### src/hw/rtl/lrukv_pkg.sv
// Shared types and constants of the LRU key-value cache.
`default_nettype none

package lrukv_pkg;

   // Field widths
   localparam int KEY_W      = 10;
   localparam int DATA_W     = 64;
   localparam int STATUS_W   = 2;
   localparam int CAP_W      = 5;
   localparam int REQ_DATA_W = 80;   // key + value, padded to whole bytes

   // Capacity after reset
   localparam logic [CAP_W-1:0] CAP_RESET = 5'd16;

   // Request kinds
   localparam logic REQ_GET = 1'b0;
   localparam logic REQ_PUT = 1'b1;

   // Response status codes
   localparam logic [STATUS_W-1:0] STATUS_OK     = 2'd0;
   localparam logic [STATUS_W-1:0] STATUS_MISS   = 2'd1;
   localparam logic [STATUS_W-1:0] STATUS_REJECT = 2'd2;

   // Control sequencer states
   typedef enum logic [2:0] {
      S_IDLE,
      S_SCAN,
      S_DECIDE,
      S_PASS,
      S_DONE
   } fsm_state_type;

endpackage

`default_nettype wire

### src/hw/rtl/lrukv_ram.sv
// Generic single-write, single-read RAM with registered read data.
`default_nettype none

module lrukv_ram #(
   parameter int WIDTH = 8,
   parameter int DEPTH = 16
) (
   input  wire logic                                    clock,
   input  wire logic                                    wr_en,
   input  wire logic [((DEPTH > 1) ? $clog2(DEPTH) : 1)-1:0] wr_addr,
   input  wire logic [WIDTH-1:0]                        wr_data,
   input  wire logic                                    rd_en,
   input  wire logic [((DEPTH > 1) ? $clog2(DEPTH) : 1)-1:0] rd_addr,
   output      logic [WIDTH-1:0]                        rd_data
);

   logic [WIDTH-1:0] mem_ff [DEPTH];
   logic [WIDTH-1:0] rd_data_ff;

   // Write port
   always_ff @(posedge clock) begin
      if (wr_en) begin
         mem_ff[wr_addr] <= wr_data;
      end
   end

   // Registered read port; data holds between reads
   always_ff @(posedge clock) begin
      if (rd_en) begin
         rd_data_ff <= mem_ff[rd_addr];
      end
   end

   assign rd_data = rd_data_ff;

endmodule

`default_nettype wire

### src/hw/rtl/lru_key_value_cache.sv
// Top level of the LRU key-value cache.
`default_nettype none

// Key-value cache with least-recently-used replacement. A get (tuser 0) looks up
// the key and returns its data word with status OK, or status MISS. A put
// (tuser 1) updates a present key or inserts a new one, evicting the least
// recent entry once the fill count reaches the capacity register; keys at or
// above KEY_LIMIT get status REJECT. Keys and recency ranks sit in one memory,
// data words in another; valid bits are flip-flops, so the store is empty right
// after reset with no clearing pass. Every item scans the key/rank memory once
// through its single read port; a get hit or an accepted put scans it a second
// time to age the ranks, so hits and accepted puts take longer than misses and
// rejects. Request ready rises again as the result is loaded into the response
// register, which lets a new request be accepted while the previous response
// still waits for rsp_tready.
module lru_key_value_cache #(
   parameter int ENTRIES    = 16,
   parameter int KEY_LIMIT  = 1000,
   parameter int VALUE_BITS = 64
) (
   input  wire logic                                clock,
   input  wire logic                                reset,
   // request channel
   input  wire logic                                req_tvalid,
   output      logic                                req_tready,
   input  wire logic [lrukv_pkg::REQ_DATA_W-1:0]    req_tdata,  // key[9:0], value[73:10], pad
   input  wire logic                                req_tuser,  // req_type
   // response channel
   output      logic                                rsp_tvalid,
   input  wire logic                                rsp_tready,
   output      logic [lrukv_pkg::DATA_W-1:0]        rsp_tdata,  // read_value[63:0]
   output      logic [lrukv_pkg::STATUS_W-1:0]      rsp_tuser,  // status[1:0]
   // capacity register
   input  wire logic                                csr_wen,
   input  wire logic [lrukv_pkg::CAP_W-1:0]         csr_wdata
);

   import lrukv_pkg::*;

   localparam int IDX_W  = (ENTRIES > 1) ? $clog2(ENTRIES) : 1;
   localparam int RANK_W = IDX_W;
   localparam int CNT_W  = $clog2(ENTRIES + 1);
   localparam int CMP_W  = (CNT_W > CAP_W) ? CNT_W : CAP_W;
   localparam int KR_W   = KEY_W + RANK_W;
   localparam int LIM_W  = KEY_W + 1;

   // Sequencer
   fsm_state_type state_ff, state_in;

   // Scan counter and check stage
   logic [CNT_W-1:0]      cnt_ff, cnt_in;
   logic                  chk_vld_ff, chk_vld_in;
   logic [IDX_W-1:0]      chk_idx_ff, chk_idx_in;

   // Request under work
   logic                  put_ff, put_in;
   logic [KEY_W-1:0]      key_ff, key_in;
   logic [VALUE_BITS-1:0] val_ff, val_in;

   // Scan results
   logic                  hit_ff, hit_in;
   logic [IDX_W-1:0]      hit_idx_ff, hit_idx_in;
   logic [RANK_W-1:0]     hit_rank_ff, hit_rank_in;
   logic                  old_vld_ff, old_vld_in;
   logic [IDX_W-1:0]      old_idx_ff, old_idx_in;
   logic [RANK_W-1:0]     old_rank_ff, old_rank_in;
   logic                  free_vld_ff, free_vld_in;
   logic [IDX_W-1:0]      free_idx_ff, free_idx_in;

   // Rank update pass control
   logic [IDX_W-1:0]      tgt_ff, tgt_in;
   logic [CNT_W-1:0]      thr_ff, thr_in;

   // Result under construction
   logic [STATUS_W-1:0]   status_ff, status_in;
   logic                  rdv_ff, rdv_in;

   // Store bookkeeping and configuration
   logic [ENTRIES-1:0]    valid_ff, valid_in;
   logic [CNT_W-1:0]      fill_ff, fill_in;
   logic [CAP_W-1:0]      cap_ff, cap_in;

   // Response register
   logic                  rsp_tvalid_ff, rsp_tvalid_in;
   logic [DATA_W-1:0]     rsp_tdata_ff, rsp_tdata_in;
   logic [STATUS_W-1:0]   rsp_tuser_ff, rsp_tuser_in;

   // Memory ports
   logic                  kr_we, kr_re;
   logic [IDX_W-1:0]      kr_waddr, kr_raddr;
   logic [KR_W-1:0]       kr_wdata, kr_rdata;
   logic                  dt_we, dt_re;
   logic [IDX_W-1:0]      dt_waddr, dt_raddr;
   logic [VALUE_BITS-1:0] dt_rdata;

   // Decode helpers
   logic                  req_fire, rsp_free, cnt_last;
   logic [KEY_W-1:0]      chk_key;
   logic [RANK_W-1:0]     chk_rank;
   logic                  chk_valid;
   logic                  reject, go_pass, evict;
   logic [CMP_W-1:0]      cap_ext, eff_cap;
   logic [IDX_W-1:0]      ins_idx;

   // Key/rank memory: {rank, key} per entry
   lrukv_ram #(.WIDTH(KR_W), .DEPTH(ENTRIES)) u_kr_ram (
      .clock   (clock),
      .wr_en   (kr_we),
      .wr_addr (kr_waddr),
      .wr_data (kr_wdata),
      .rd_en   (kr_re),
      .rd_addr (kr_raddr),
      .rd_data (kr_rdata)
   );

   // Data word memory
   lrukv_ram #(.WIDTH(VALUE_BITS), .DEPTH(ENTRIES)) u_dt_ram (
      .clock   (clock),
      .wr_en   (dt_we),
      .wr_addr (dt_waddr),
      .wr_data (val_ff),
      .rd_en   (dt_re),
      .rd_addr (dt_raddr),
      .rd_data (dt_rdata)
   );

   // Handshake and decode
   assign req_tready = (state_ff == S_IDLE);
   assign req_fire   = req_tvalid && req_tready;
   assign rsp_free   = !rsp_tvalid_ff || rsp_tready;
   assign cnt_last   = (cnt_ff == CNT_W'(ENTRIES));
   assign chk_key    = kr_rdata[KEY_W-1:0];
   assign chk_rank   = kr_rdata[KEY_W +: RANK_W];
   assign chk_valid  = valid_ff[chk_idx_ff];
   assign reject     = put_ff && ({1'b0, key_ff} >= LIM_W'(KEY_LIMIT));
   assign go_pass    = put_ff ? !reject : hit_ff;

   // Effective capacity: zero reads as one, saturates at ENTRIES
   always_comb begin
      cap_ext = CMP_W'(cap_ff);
      if (cap_ext == '0) begin
         eff_cap = CMP_W'(1);
      end else if (cap_ext > CMP_W'(ENTRIES)) begin
         eff_cap = CMP_W'(ENTRIES);
      end else begin
         eff_cap = cap_ext;
      end
   end

   assign evict = (CMP_W'(fill_ff) >= eff_cap);

   // Insert slot: lowest free entry, counting the victim as freed
   assign ins_idx = (free_vld_ff && (!evict || (free_idx_ff < old_idx_ff))) ?
                    free_idx_ff : old_idx_ff;

   // Next state
   always_comb begin
      state_in = state_ff;
      unique case (state_ff)
         S_IDLE: begin
            if (req_fire) state_in = S_SCAN;
         end
         S_SCAN: begin
            if (cnt_last) state_in = S_DECIDE;
         end
         S_DECIDE: begin
            state_in = go_pass ? S_PASS : S_DONE;
         end
         S_PASS: begin
            if (cnt_last) state_in = S_DONE;
         end
         S_DONE: begin
            if (rsp_free) state_in = S_IDLE;
         end
         default: begin
            state_in = S_IDLE;
         end
      endcase
   end

   // Datapath and memory control
   always_comb begin
      cnt_in        = cnt_ff;
      chk_vld_in    = 1'b0;
      chk_idx_in    = chk_idx_ff;
      put_in        = put_ff;
      key_in        = key_ff;
      val_in        = val_ff;
      hit_in        = hit_ff;
      hit_idx_in    = hit_idx_ff;
      hit_rank_in   = hit_rank_ff;
      old_vld_in    = old_vld_ff;
      old_idx_in    = old_idx_ff;
      old_rank_in   = old_rank_ff;
      free_vld_in   = free_vld_ff;
      free_idx_in   = free_idx_ff;
      tgt_in        = tgt_ff;
      thr_in        = thr_ff;
      status_in     = status_ff;
      rdv_in        = rdv_ff;
      valid_in      = valid_ff;
      fill_in       = fill_ff;
      cap_in        = csr_wen ? csr_wdata : cap_ff;
      rsp_tvalid_in = rsp_tvalid_ff && !rsp_tready;
      rsp_tdata_in  = rsp_tdata_ff;
      rsp_tuser_in  = rsp_tuser_ff;
      kr_we         = 1'b0;
      kr_waddr      = chk_idx_ff;
      kr_wdata      = kr_rdata;
      kr_re         = 1'b0;
      kr_raddr      = cnt_ff[IDX_W-1:0];
      dt_we         = 1'b0;
      dt_waddr      = hit_idx_ff;
      dt_re         = 1'b0;
      dt_raddr      = hit_idx_ff;

      unique case (state_ff)
         // Take a word and clear the scan results
         S_IDLE: begin
            if (req_fire) begin
               put_in      = (req_tuser == REQ_PUT);
               key_in      = req_tdata[KEY_W-1:0];
               val_in      = req_tdata[KEY_W +: VALUE_BITS];
               cnt_in      = '0;
               hit_in      = 1'b0;
               old_vld_in  = 1'b0;
               free_vld_in = 1'b0;
            end
         end

         // Read each entry; the check stage works on the read of the cycle before
         S_SCAN: begin
            kr_re      = !cnt_last;
            chk_vld_in = !cnt_last;
            chk_idx_in = cnt_ff[IDX_W-1:0];
            cnt_in     = cnt_last ? '0 : cnt_ff + CNT_W'(1);
            if (chk_vld_ff) begin
               if (chk_valid) begin
                  if (!hit_ff && (chk_key == key_ff)) begin
                     hit_in      = 1'b1;
                     hit_idx_in  = chk_idx_ff;
                     hit_rank_in = chk_rank;
                  end
                  if (!old_vld_ff || (chk_rank > old_rank_ff)) begin
                     old_vld_in  = 1'b1;
                     old_idx_in  = chk_idx_ff;
                     old_rank_in = chk_rank;
                  end
               end else if (!free_vld_ff) begin
                  free_vld_in = 1'b1;
                  free_idx_in = chk_idx_ff;
               end
            end
         end

         // Pick the action; write data, fetch hit data, adjust valid bits
         S_DECIDE: begin
            status_in = STATUS_OK;
            rdv_in    = 1'b0;
            tgt_in    = hit_idx_ff;
            thr_in    = CNT_W'(hit_rank_ff);
            if (!put_ff) begin
               if (hit_ff) begin
                  dt_re  = 1'b1;
                  rdv_in = 1'b1;
               end else begin
                  status_in = STATUS_MISS;
               end
            end else if (reject) begin
               status_in = STATUS_REJECT;
            end else if (hit_ff) begin
               dt_we = 1'b1;
            end else begin
               if (evict) begin
                  valid_in[old_idx_ff] = 1'b0;
               end else begin
                  fill_in = fill_ff + CNT_W'(1);
               end
               valid_in[ins_idx] = 1'b1;
               dt_we    = 1'b1;
               dt_waddr = ins_idx;
               tgt_in   = ins_idx;
               thr_in   = CNT_W'(ENTRIES);
            end
         end

         // Age ranks below the threshold; target becomes most recent
         S_PASS: begin
            kr_re      = !cnt_last;
            chk_vld_in = !cnt_last;
            chk_idx_in = cnt_ff[IDX_W-1:0];
            cnt_in     = cnt_last ? '0 : cnt_ff + CNT_W'(1);
            if (chk_vld_ff) begin
               if (chk_idx_ff == tgt_ff) begin
                  kr_we    = 1'b1;
                  kr_wdata = {RANK_W'(0), key_ff};
               end else if (chk_valid && (CNT_W'(chk_rank) < thr_ff)) begin
                  kr_we    = 1'b1;
                  kr_wdata = {chk_rank + RANK_W'(1), chk_key};
               end
            end
         end

         // Load the response register once it is free
         S_DONE: begin
            if (rsp_free) begin
               rsp_tvalid_in = 1'b1;
               rsp_tuser_in  = status_ff;
               rsp_tdata_in  = rdv_ff ? DATA_W'(dt_rdata) : '0;
            end
         end

         default: begin
            cnt_in = '0;
         end
      endcase
   end

   // Control registers
   always_ff @(posedge clock) begin
      if (reset) begin
         state_ff      <= S_IDLE;
         cnt_ff        <= '0;
         chk_vld_ff    <= 1'b0;
         valid_ff      <= '0;
         fill_ff       <= '0;
         cap_ff        <= CAP_RESET;
         rsp_tvalid_ff <= 1'b0;
      end else begin
         state_ff      <= state_in;
         cnt_ff        <= cnt_in;
         chk_vld_ff    <= chk_vld_in;
         valid_ff      <= valid_in;
         fill_ff       <= fill_in;
         cap_ff        <= cap_in;
         rsp_tvalid_ff <= rsp_tvalid_in;
      end
   end

   // Payload registers
   always_ff @(posedge clock) begin
      chk_idx_ff   <= chk_idx_in;
      put_ff       <= put_in;
      key_ff       <= key_in;
      val_ff       <= val_in;
      hit_ff       <= hit_in;
      hit_idx_ff   <= hit_idx_in;
      hit_rank_ff  <= hit_rank_in;
      old_vld_ff   <= old_vld_in;
      old_idx_ff   <= old_idx_in;
      old_rank_ff  <= old_rank_in;
      free_vld_ff  <= free_vld_in;
      free_idx_ff  <= free_idx_in;
      tgt_ff       <= tgt_in;
      thr_ff       <= thr_in;
      status_ff    <= status_in;
      rdv_ff       <= rdv_in;
      rsp_tdata_ff <= rsp_tdata_in;
      rsp_tuser_ff <= rsp_tuser_in;
   end

   assign rsp_tvalid = rsp_tvalid_ff;
   assign rsp_tdata  = rsp_tdata_ff;
   assign rsp_tuser  = rsp_tuser_ff;

endmodule

`default_nettype wire

### config.mk
export PLATFORM = sky130hd
export DESIGN_NAME = lru_key_value_cache
export DESIGN_NICKNAME = d
export VERILOG_FILES = /design/src/hw/rtl/lrukv_pkg.sv /design/src/hw/rtl/lrukv_ram.sv /design/src/hw/rtl/lru_key_value_cache.sv
export SDC_FILE = /design/constraint.sdc
export NUM_CORES = 1
export LEC_CHECK = 0
export BUFFER_PORTS_ARGS = -buffer_cell sky130_fd_sc_hd__buf_2
export CAP_MARGIN = 20
export CORE_ASPECT_RATIO = 1.5
export CORE_UTILIZATION = 50
export CTS_BUF_LIST = sky130_fd_sc_hd__clkbuf_16
export CTS_CLUSTER_SIZE = 14
export DETAILED_ROUTE_END_ITERATION = 10
export GPL_TIMING_DRIVEN = 1
export PLACE_DENSITY = 0.66
export SYNTH_ARGS = -nofsm -noshare
export SYNTH_HDL_FRONTEND = slang
export SYNTH_SLANG_ARGS = --single-unit
### constraint.sdc
create_clock -name clock -period 26.2 [get_ports clock]
set_clock_uncertainty 0.2 [all_clocks]
set_input_delay 2.62 -clock clock [delete_from_list [all_inputs] [get_ports clock]]
set_output_delay 2.62 -clock clock [all_outputs]
set_load 0.02 [all_outputs]
== Word level (Yosys, flattened, before mapping) ==
Memory sizes are Yosys's and may differ from the RTL's. A register that Yosys moved wholly into a read port is not among the register bits.
Index checks and enable logic that the tools add are counted.

* Register bits: 216
* Bits in writable memories: 1248
* Input port bits: 91
* Output and inout port bits: 68
* Word-level logic and storage cells: 171
* Memories: 2

* $add $sub $neg: 3
* Magnitude comparators: 11
* Equal/unequal tests: 16
* Multiplexer cells: 67
* Bitwise operators: 10
* Reduce and logical (&&, ||, !) cells: 36

{| class="wikitable"
|+ Memories
! memory !! words !! bits a word !! read ports !! clocked after memory_dff !! wr ports !! RTL line !! RTL
|-
| u_dt_ram.mem_ff || 16 || 64 || 1 || 1 || 1 || lrukv_ram.sv:17 || <nowiki>logic [WIDTH-1:0] mem_ff [DEPTH];</nowiki>
|-
| u_kr_ram.mem_ff || 16 || 14 || 1 || 1 || 1 || lrukv_ram.sv:17 ||
|}

{| class="wikitable"
|+ Operator list
! cell !! count
|-
| 16-bit two-way mux || 5
|-
| 14-bit two-way mux || 4
|-
| 1-bit two-way mux || 31
|-
| 4-bit two-way mux || 7
|-
| 5-bit two-way mux || 5
|-
| 4-bit AND reduction || 6
|-
| 16-bit bitwise AND || 1
|-
| 2-bit inequality test, second input constant || 8
|-
| 16-bit inverter || 1
|-
| 16-bit bitwise OR || 1
|-
| 4-bit by 5-bit less-than comparator with 1-bit output, second input constant || 3
|-
| 3-bit two-way mux || 5
|-
| 3-bit case mux with 5 select lines || 1
|-
| 5-bit case mux with 3 select lines || 1
|-
| 5-bit AND reduction || 3
|-
| 5-bit by 1-bit adder with 5-bit output, second input constant || 2
|-
| 10-bit == test || 1
|-
| 10-bit >= comparator, second input constant || 1
|-
| 1-bit demux with 4-bit select || 2
|-
| 4-bit by 1-bit >= comparator with 1-bit output, second input constant || 2
|-
| 1-bit logical AND || 8
|-
| 1-bit zero test || 7
|-
| 1-bit inverter || 7
|-
| 3-bit by 2-bit == test with 1-bit output, second input constant || 2
|-
| 20 further kinds || 29
|}

== Longest topological paths before layout ==
* Depth in word-level cells: 13
* Depth in mapped cells: 12

== Hierarchy ==
A second synthesis with hierarchy kept.

* Cell total of the unflattened synthesis: 2686
* Area total of the unflattened synthesis: 58205.8 µm²

{| class="wikitable"
|+ Modules (own cells, without submodules)
! module !! times used !! cells an instance !! area each (µm²) !! sequential area each (µm²)
|-
| lrukv_ram at u_dt_ram || 1 || 1647 || 40222.3 || 32671.3
|-
| lru_key_value_cache || 1 || 660 || 9080.0 || 6125.9
|-
| lrukv_ram at u_kr_ram || 1 || 379 || 8903.5 || 7146.9
|}

== Worst setup path after synthesis ==
OpenSTA, ideal clock, no wires.

* Path type: reg-to-reg
* Start point: reg cap_ff[1] (netlist: cap_ext[1])
* End point: mem u_dt_ram.mem_ff[10][0] (netlist bit), enable pin
* Arrival: 8.378 ns
* Slack: 16.978 ns
* Stages on the path, launching flop included: 12
* Cells stage by stage: dfxtp_1 -> nor3_1 -> nor2_1 -> nor2_1 -> ha_1 -> nand2b_1 -> a2111o_1 -> a211o_1 -> buf_2 -> nand3_1 -> a31oi_1 -> nor4_1

* Longest elaborated chain between the ends: 12

{| class="wikitable"
|+ RTL lines
! item !! RTL line !! RTL
|-
| start: declaration || lru_key_value_cache.sv:81 || <nowiki>logic [CAP_W-1:0] cap_ff, cap_in;</nowiki>
|-
| start signal: assignment || lru_key_value_cache.sv:335 || <nowiki>cap_ff <= cap_in;</nowiki>
|-
| 5-bit > comparator || lru_key_value_cache.sv:143 || <nowiki>end else if (cap_ext > CMP_W'(ENTRIES)) begin</nowiki>
|-
| 5-bit two-way mux || lru_key_value_cache.sv:143 ||
|-
| 5-bit two-way mux (*) || lru_key_value_cache.sv:141 || <nowiki>if (cap_ext == '0) begin</nowiki>
|-
| 5-bit >= comparator (*) || lru_key_value_cache.sv:150 || <nowiki>assign evict = (CMP_W'(fill_ff) >= eff_cap);</nowiki>
|-
| 1-bit zero test (*) || lru_key_value_cache.sv:153 || <nowiki>assign ins_idx = (free_vld_ff && (!evict || (free_idx_ff < old_idx_ff))) ?</nowiki>
|-
| 1-bit logical OR (*) || lru_key_value_cache.sv:153 ||
|-
| 1-bit logical AND (*) || lru_key_value_cache.sv:153 ||
|-
| 4-bit two-way mux (*) || lru_key_value_cache.sv:153 ||
|-
| 4-bit two-way mux (*) || lru_key_value_cache.sv:271 || <nowiki>end else if (hit_ff) begin</nowiki>
|-
| 4-bit two-way mux (*) || lru_key_value_cache.sv:269 || <nowiki>end else if (reject) begin</nowiki>
|-
| 4-bit two-way mux (*) || lru_key_value_cache.sv:262 || <nowiki>if (!put_ff) begin</nowiki>
|-
| 4-bit two-way mux (*) || lru_key_value_cache.sv:217 || <nowiki>unique case (state_ff)</nowiki>
|-
| end: declaration || lrukv_ram.sv:17 ||
|}

Mark *: on every way between the ends. The rest lies on a longest branch, timed or not.

== Worst setup path in the final report ==
* Start point: reg key_ff[4]
* End point: mem u_dt_ram.mem_ff[5][54] (netlist bit), enable pin

* Longest elaborated chain between the ends: 7

{| class="wikitable"
|+ RTL lines
! item !! RTL line !! RTL
|-
| start: declaration || lru_key_value_cache.sv:57 || <nowiki>logic [KEY_W-1:0] key_ff, key_in;</nowiki>
|-
| start signal: assignment || lru_key_value_cache.sv:344 || <nowiki>key_ff <= key_in;</nowiki>
|-
| 10-bit >= comparator (*) || lru_key_value_cache.sv:135 || <nowiki>assign reject = put_ff && ({1'b0, key_ff} >= LIM_W'(KEY_LIMIT));</nowiki>
|-
| 1-bit logical AND (*) || lru_key_value_cache.sv:135 ||
|-
| 1-bit two-way mux || lru_key_value_cache.sv:269 ||
|-
| 1-bit two-way mux || lru_key_value_cache.sv:262 ||
|-
| 1-bit two-way mux || lru_key_value_cache.sv:217 ||
|-
| 1-bit two-way mux || lrukv_ram.sv:22 || <nowiki>if (wr_en) begin</nowiki>
|-
| 1-bit two-way mux (not written as such) || lrukv_ram.sv:23 || <nowiki>mem_ff[wr_addr] <= wr_data;</nowiki>
|}

Marks and branches as above.

==> impl_metrics.py <==
metrics = {
    "cells_and_area": {
        "fin_nets": 2878,
        "drive_gt1_share_pct": 30.5,
        "multi_input_area_um2": 11900,
        "area_growth_pct": 12.8,
        "register_area_um2": 46000,
        "diodes": 0,
        "fillCellCount": 8311,
    },
    "global_routing": {
        "grt_pass1_wl_um": 182000,
        "grt_pass1_vias": 28207,
        "track_usage_pct": 21.6,
        "grt_max_degree": 153,
        "top_usage_layer": "met2",
        "met3_usage_pct": 4.02,
        "antenna_found_initial": 7,
        "overflow": 0,
        "grt_use_met2_pct": 37.9,
        "use_met1_pct": 27.2,
    },
    "floorplan": {
        "die_area_um2": 118000,
        "die_width_um": 281,
        "fp.dieH_um": 420,
        "core_area_um2": 116000,
        "initial_utilization_pct": 50.3,
        "fp-row-count": 153,
        "boundaryPins": 159,
    },
    "synth": {
        "synth.top_cell.area_share_pct": 77.6,
        "synth_seq_cells": 1542,
        "synthTopCellsByArea": "edfxtp_1 78%, mux4_2 15%, dfxtp_1 1.2%",
        "synthDistinctLibCells": 57,
        "synth_area_um2": 58300,
        "synth_fp_nets": 2632,
        "synth-seq-area-share_pct": 78.9,
        "synth-edff-count": 1506,
        "syn_avg_cell_area_um2": 23.1,
        "synth_ff_type": "edfxtp_1",
        "async_flop_share_pct": 0,
        "synth_area_leader_cell": "edfxtp_1",
        "synth_warnings": 0,
        "synthCells": 2522,
    },
    "clock_tree": {
        "numCtsBuffers": 144,
        "clk_path_buf_depth": 3,
        "cts-root-buf": "clkbuf_16",
        "cts.sinks": 1542,
        "worstSkewPairLatency_ps": 770,
        "hold_buffers": 0,
        "cts_resized": 0,
        "postCtsSetupRepairBufs": 0,
        "clk_pin_slew_ps": 60,
        "tritoncts": "yes",
        "cts-htree-levels": 4,
    },
    "sta": {
        "setup_ws_ps": 21030,
        "tightest_slew_ps": 1110,
        "slew_violations": 0,
        "period_share_pct": 19.7,
        "slew_headroom_pct": 25.6,
        "setup_viol": 0,
        "post-route-min-period_ps": 5170,
        "rsz0062_at_grt": "no",
        "finalSetupTns_ps": 0,
        "max_clock_freq_mhz": 194,
        "hold_violations": 0,
        "whs_ps": 281,
    },
    "place": {
        "post-place-ws_ps": 20600,
        "gp_congestion": 0.804,
        "port_buffers": 152,
        "hpwl_um": 63800,
    },
    "outcome": {
        "status": "finished, final reports clean",
    },
    "route": {
        "drt-total-wl_um": 124000,
        "drc_errors": 0,
        "via_per_inst": 5.97,
        "drt-initial-drc-count": 2666,
        "vias": 26424,
        "ant_nets": 0,
        "wire_per_inst_um": 28.1,
        "dr.pass1.iters": 5,
    },
    "critical_path": {
        "worstSetupEndpointType": "flip-flop",
        "crit_type": "reg2reg",
        "cp.arrival_ps": 5350,
        "crit_fanout": 35,
        "critPathRequiredTime_ps": 26390,
        "crit_path_start_kind": "flip-flop",
    },
    "pwr": {
        "power.leakage_nw": 20.6,
        "vdd_ir_drop_max_mv": 0.0734,
        "power_density_nw_per_um2": 72.7,
    },
    "worst_hold_path": {
        "worstHoldPathType": "reg2reg",
    },
    "run": {
        "maxCapViolCount": 0,
    },
}
==> sequential cells by signal, indices dropped and copies added (netlist names), 10 cells and up <==
name,flops
u_dt_ram.mem_ff,1024
rsp_tdata,64
key_ff,10
u_dt_ram.rd_data,64
val_ff,64
valid_ff,16
u_kr_ram.rd_data,14
u_kr_ram.mem_ff,224
==> kinds of logic after synthesis <==
logic type	share of synthesized area [%]
AOI/OAI and AO/OA	1.42
DFF	78.9
adders and majority gates	0.408
buffers and inverters	1.05
muxes	15.5
xor gates and xnor gates	0.331
and+or+nand+nor	2.39
==> per-layer routing <==
layer  up-vias  routed length (µm)
li1      11140                   -
met1     14048               47600
met2       975               65700
met3       247                7610
met4        14                3440
met5         -                  88
==> final cells by class <==
cell class,instances,area share [%]
multi-input combinational,833,18.1
clock inverter,109,1.15
sequential,1542,69.9
timing repair buffer,224,2.20
clock buffer,147,5.60
tap,1550,2.95
inverter,23,0.131
==> critical path: stages, from the launching register on <==
cell and delay [ps]:
edfxtp_1 420, o21ai_0 650, o21ai_0 420, nor3_2 730, a31oi_1 540, nor4_2 440
buf_4 660, buf_4 660
==> where the power goes <==
group	switching [mW]	internal [mW]
clock	0.885	1.09
combinational	0.0332	0.0221
sequential	0.0321	2.72
total	0.950	3.83
==> through the flow <==
stage,util (%),std cells,area [µm²],total power [mW]
global route,56.8,4428,65700,4.92
detailed placement,52.9,4167,61200,2.86
CTS,56.7,4423,65700,4.82
floorplan,-,2522,58300,2.83
finish,56.8,4428,65700,4.78
global placement,52.7,4158,61100,2.85
==> final timing paths <==
path	start	endpoint	slack, ps	cells after the start
worst max-delay path	key_ff[4]$_DFFE_PP_	u_dt_ram.mem_ff[5][54]$_DFFE_PP_	21030	7
worst min-delay path	valid_ff[7]$_SDFFE_PP0P_	valid_ff[7]$_SDFFE_PP0P_	280	2
worst max register to register	key_ff[4]$_DFFE_PP_	u_dt_ram.mem_ff[5][54]$_DFFE_PP_	21030	7
worst min register to register	valid_ff[7]$_SDFFE_PP0P_	valid_ff[7]$_SDFFE_PP0P_	280	2
==> cells in the mapped netlist, types with 3 or more instances <==
| cell | n |
|---|---|
| a211o_1 | 3 |
| a21o_1 | 5 |
| a21oi_1 | 37 |
| a31o_2 | 5 |
| a31oi_1 | 7 |
| and2_1 | 69 |
| buf_1 | 13 |
| buf_2 | 38 |
| clkbuf_1 | 71 |
| dfxtp_1 | 36 |
| edfxtp_1 | 1506 |
| ha_1 | 19 |
| inv_1 | 21 |
| mux2_2 | 10 |
| mux2i_1 | 5 |
| mux4_2 | 395 |
| nand2_1 | 24 |
| nand2b_1 | 8 |
| nand3_1 | 15 |
| nand4_1 | 13 |
| nor2_1 | 57 |
| nor2b_1 | 10 |
| nor3_1 | 11 |
| nor4_1 | 27 |
| nor4b_1 | 10 |
| o211ai_1 | 5 |
| o21a_1 | 4 |
| o21ai_0 | 40 |
| o21ai_1 | 3 |
| xnor2_1 | 5 |
| xor2_1 | 17 |
==> cell usage in the layout (no fill, tap or decap), types with 13 or more instances in the layout <==
cell and n:
nor2_1 44, mux4_2 395, xor2_1 17, nor4_2 20
nor2_2 14, nand3_1 15, clkbuf_16 147, buf_2 153
buf_4 56, edfxtp_1 1506, dfxtp_1 33, nand4_1 13
and2_1 68, o21ai_0 40, a21oi_1 37, nand2_1 24
clkinv_1 32, clkinv_2 22, ha_1 19, inv_1 53
No activity file was read; power rests on OpenSTA's default activity.
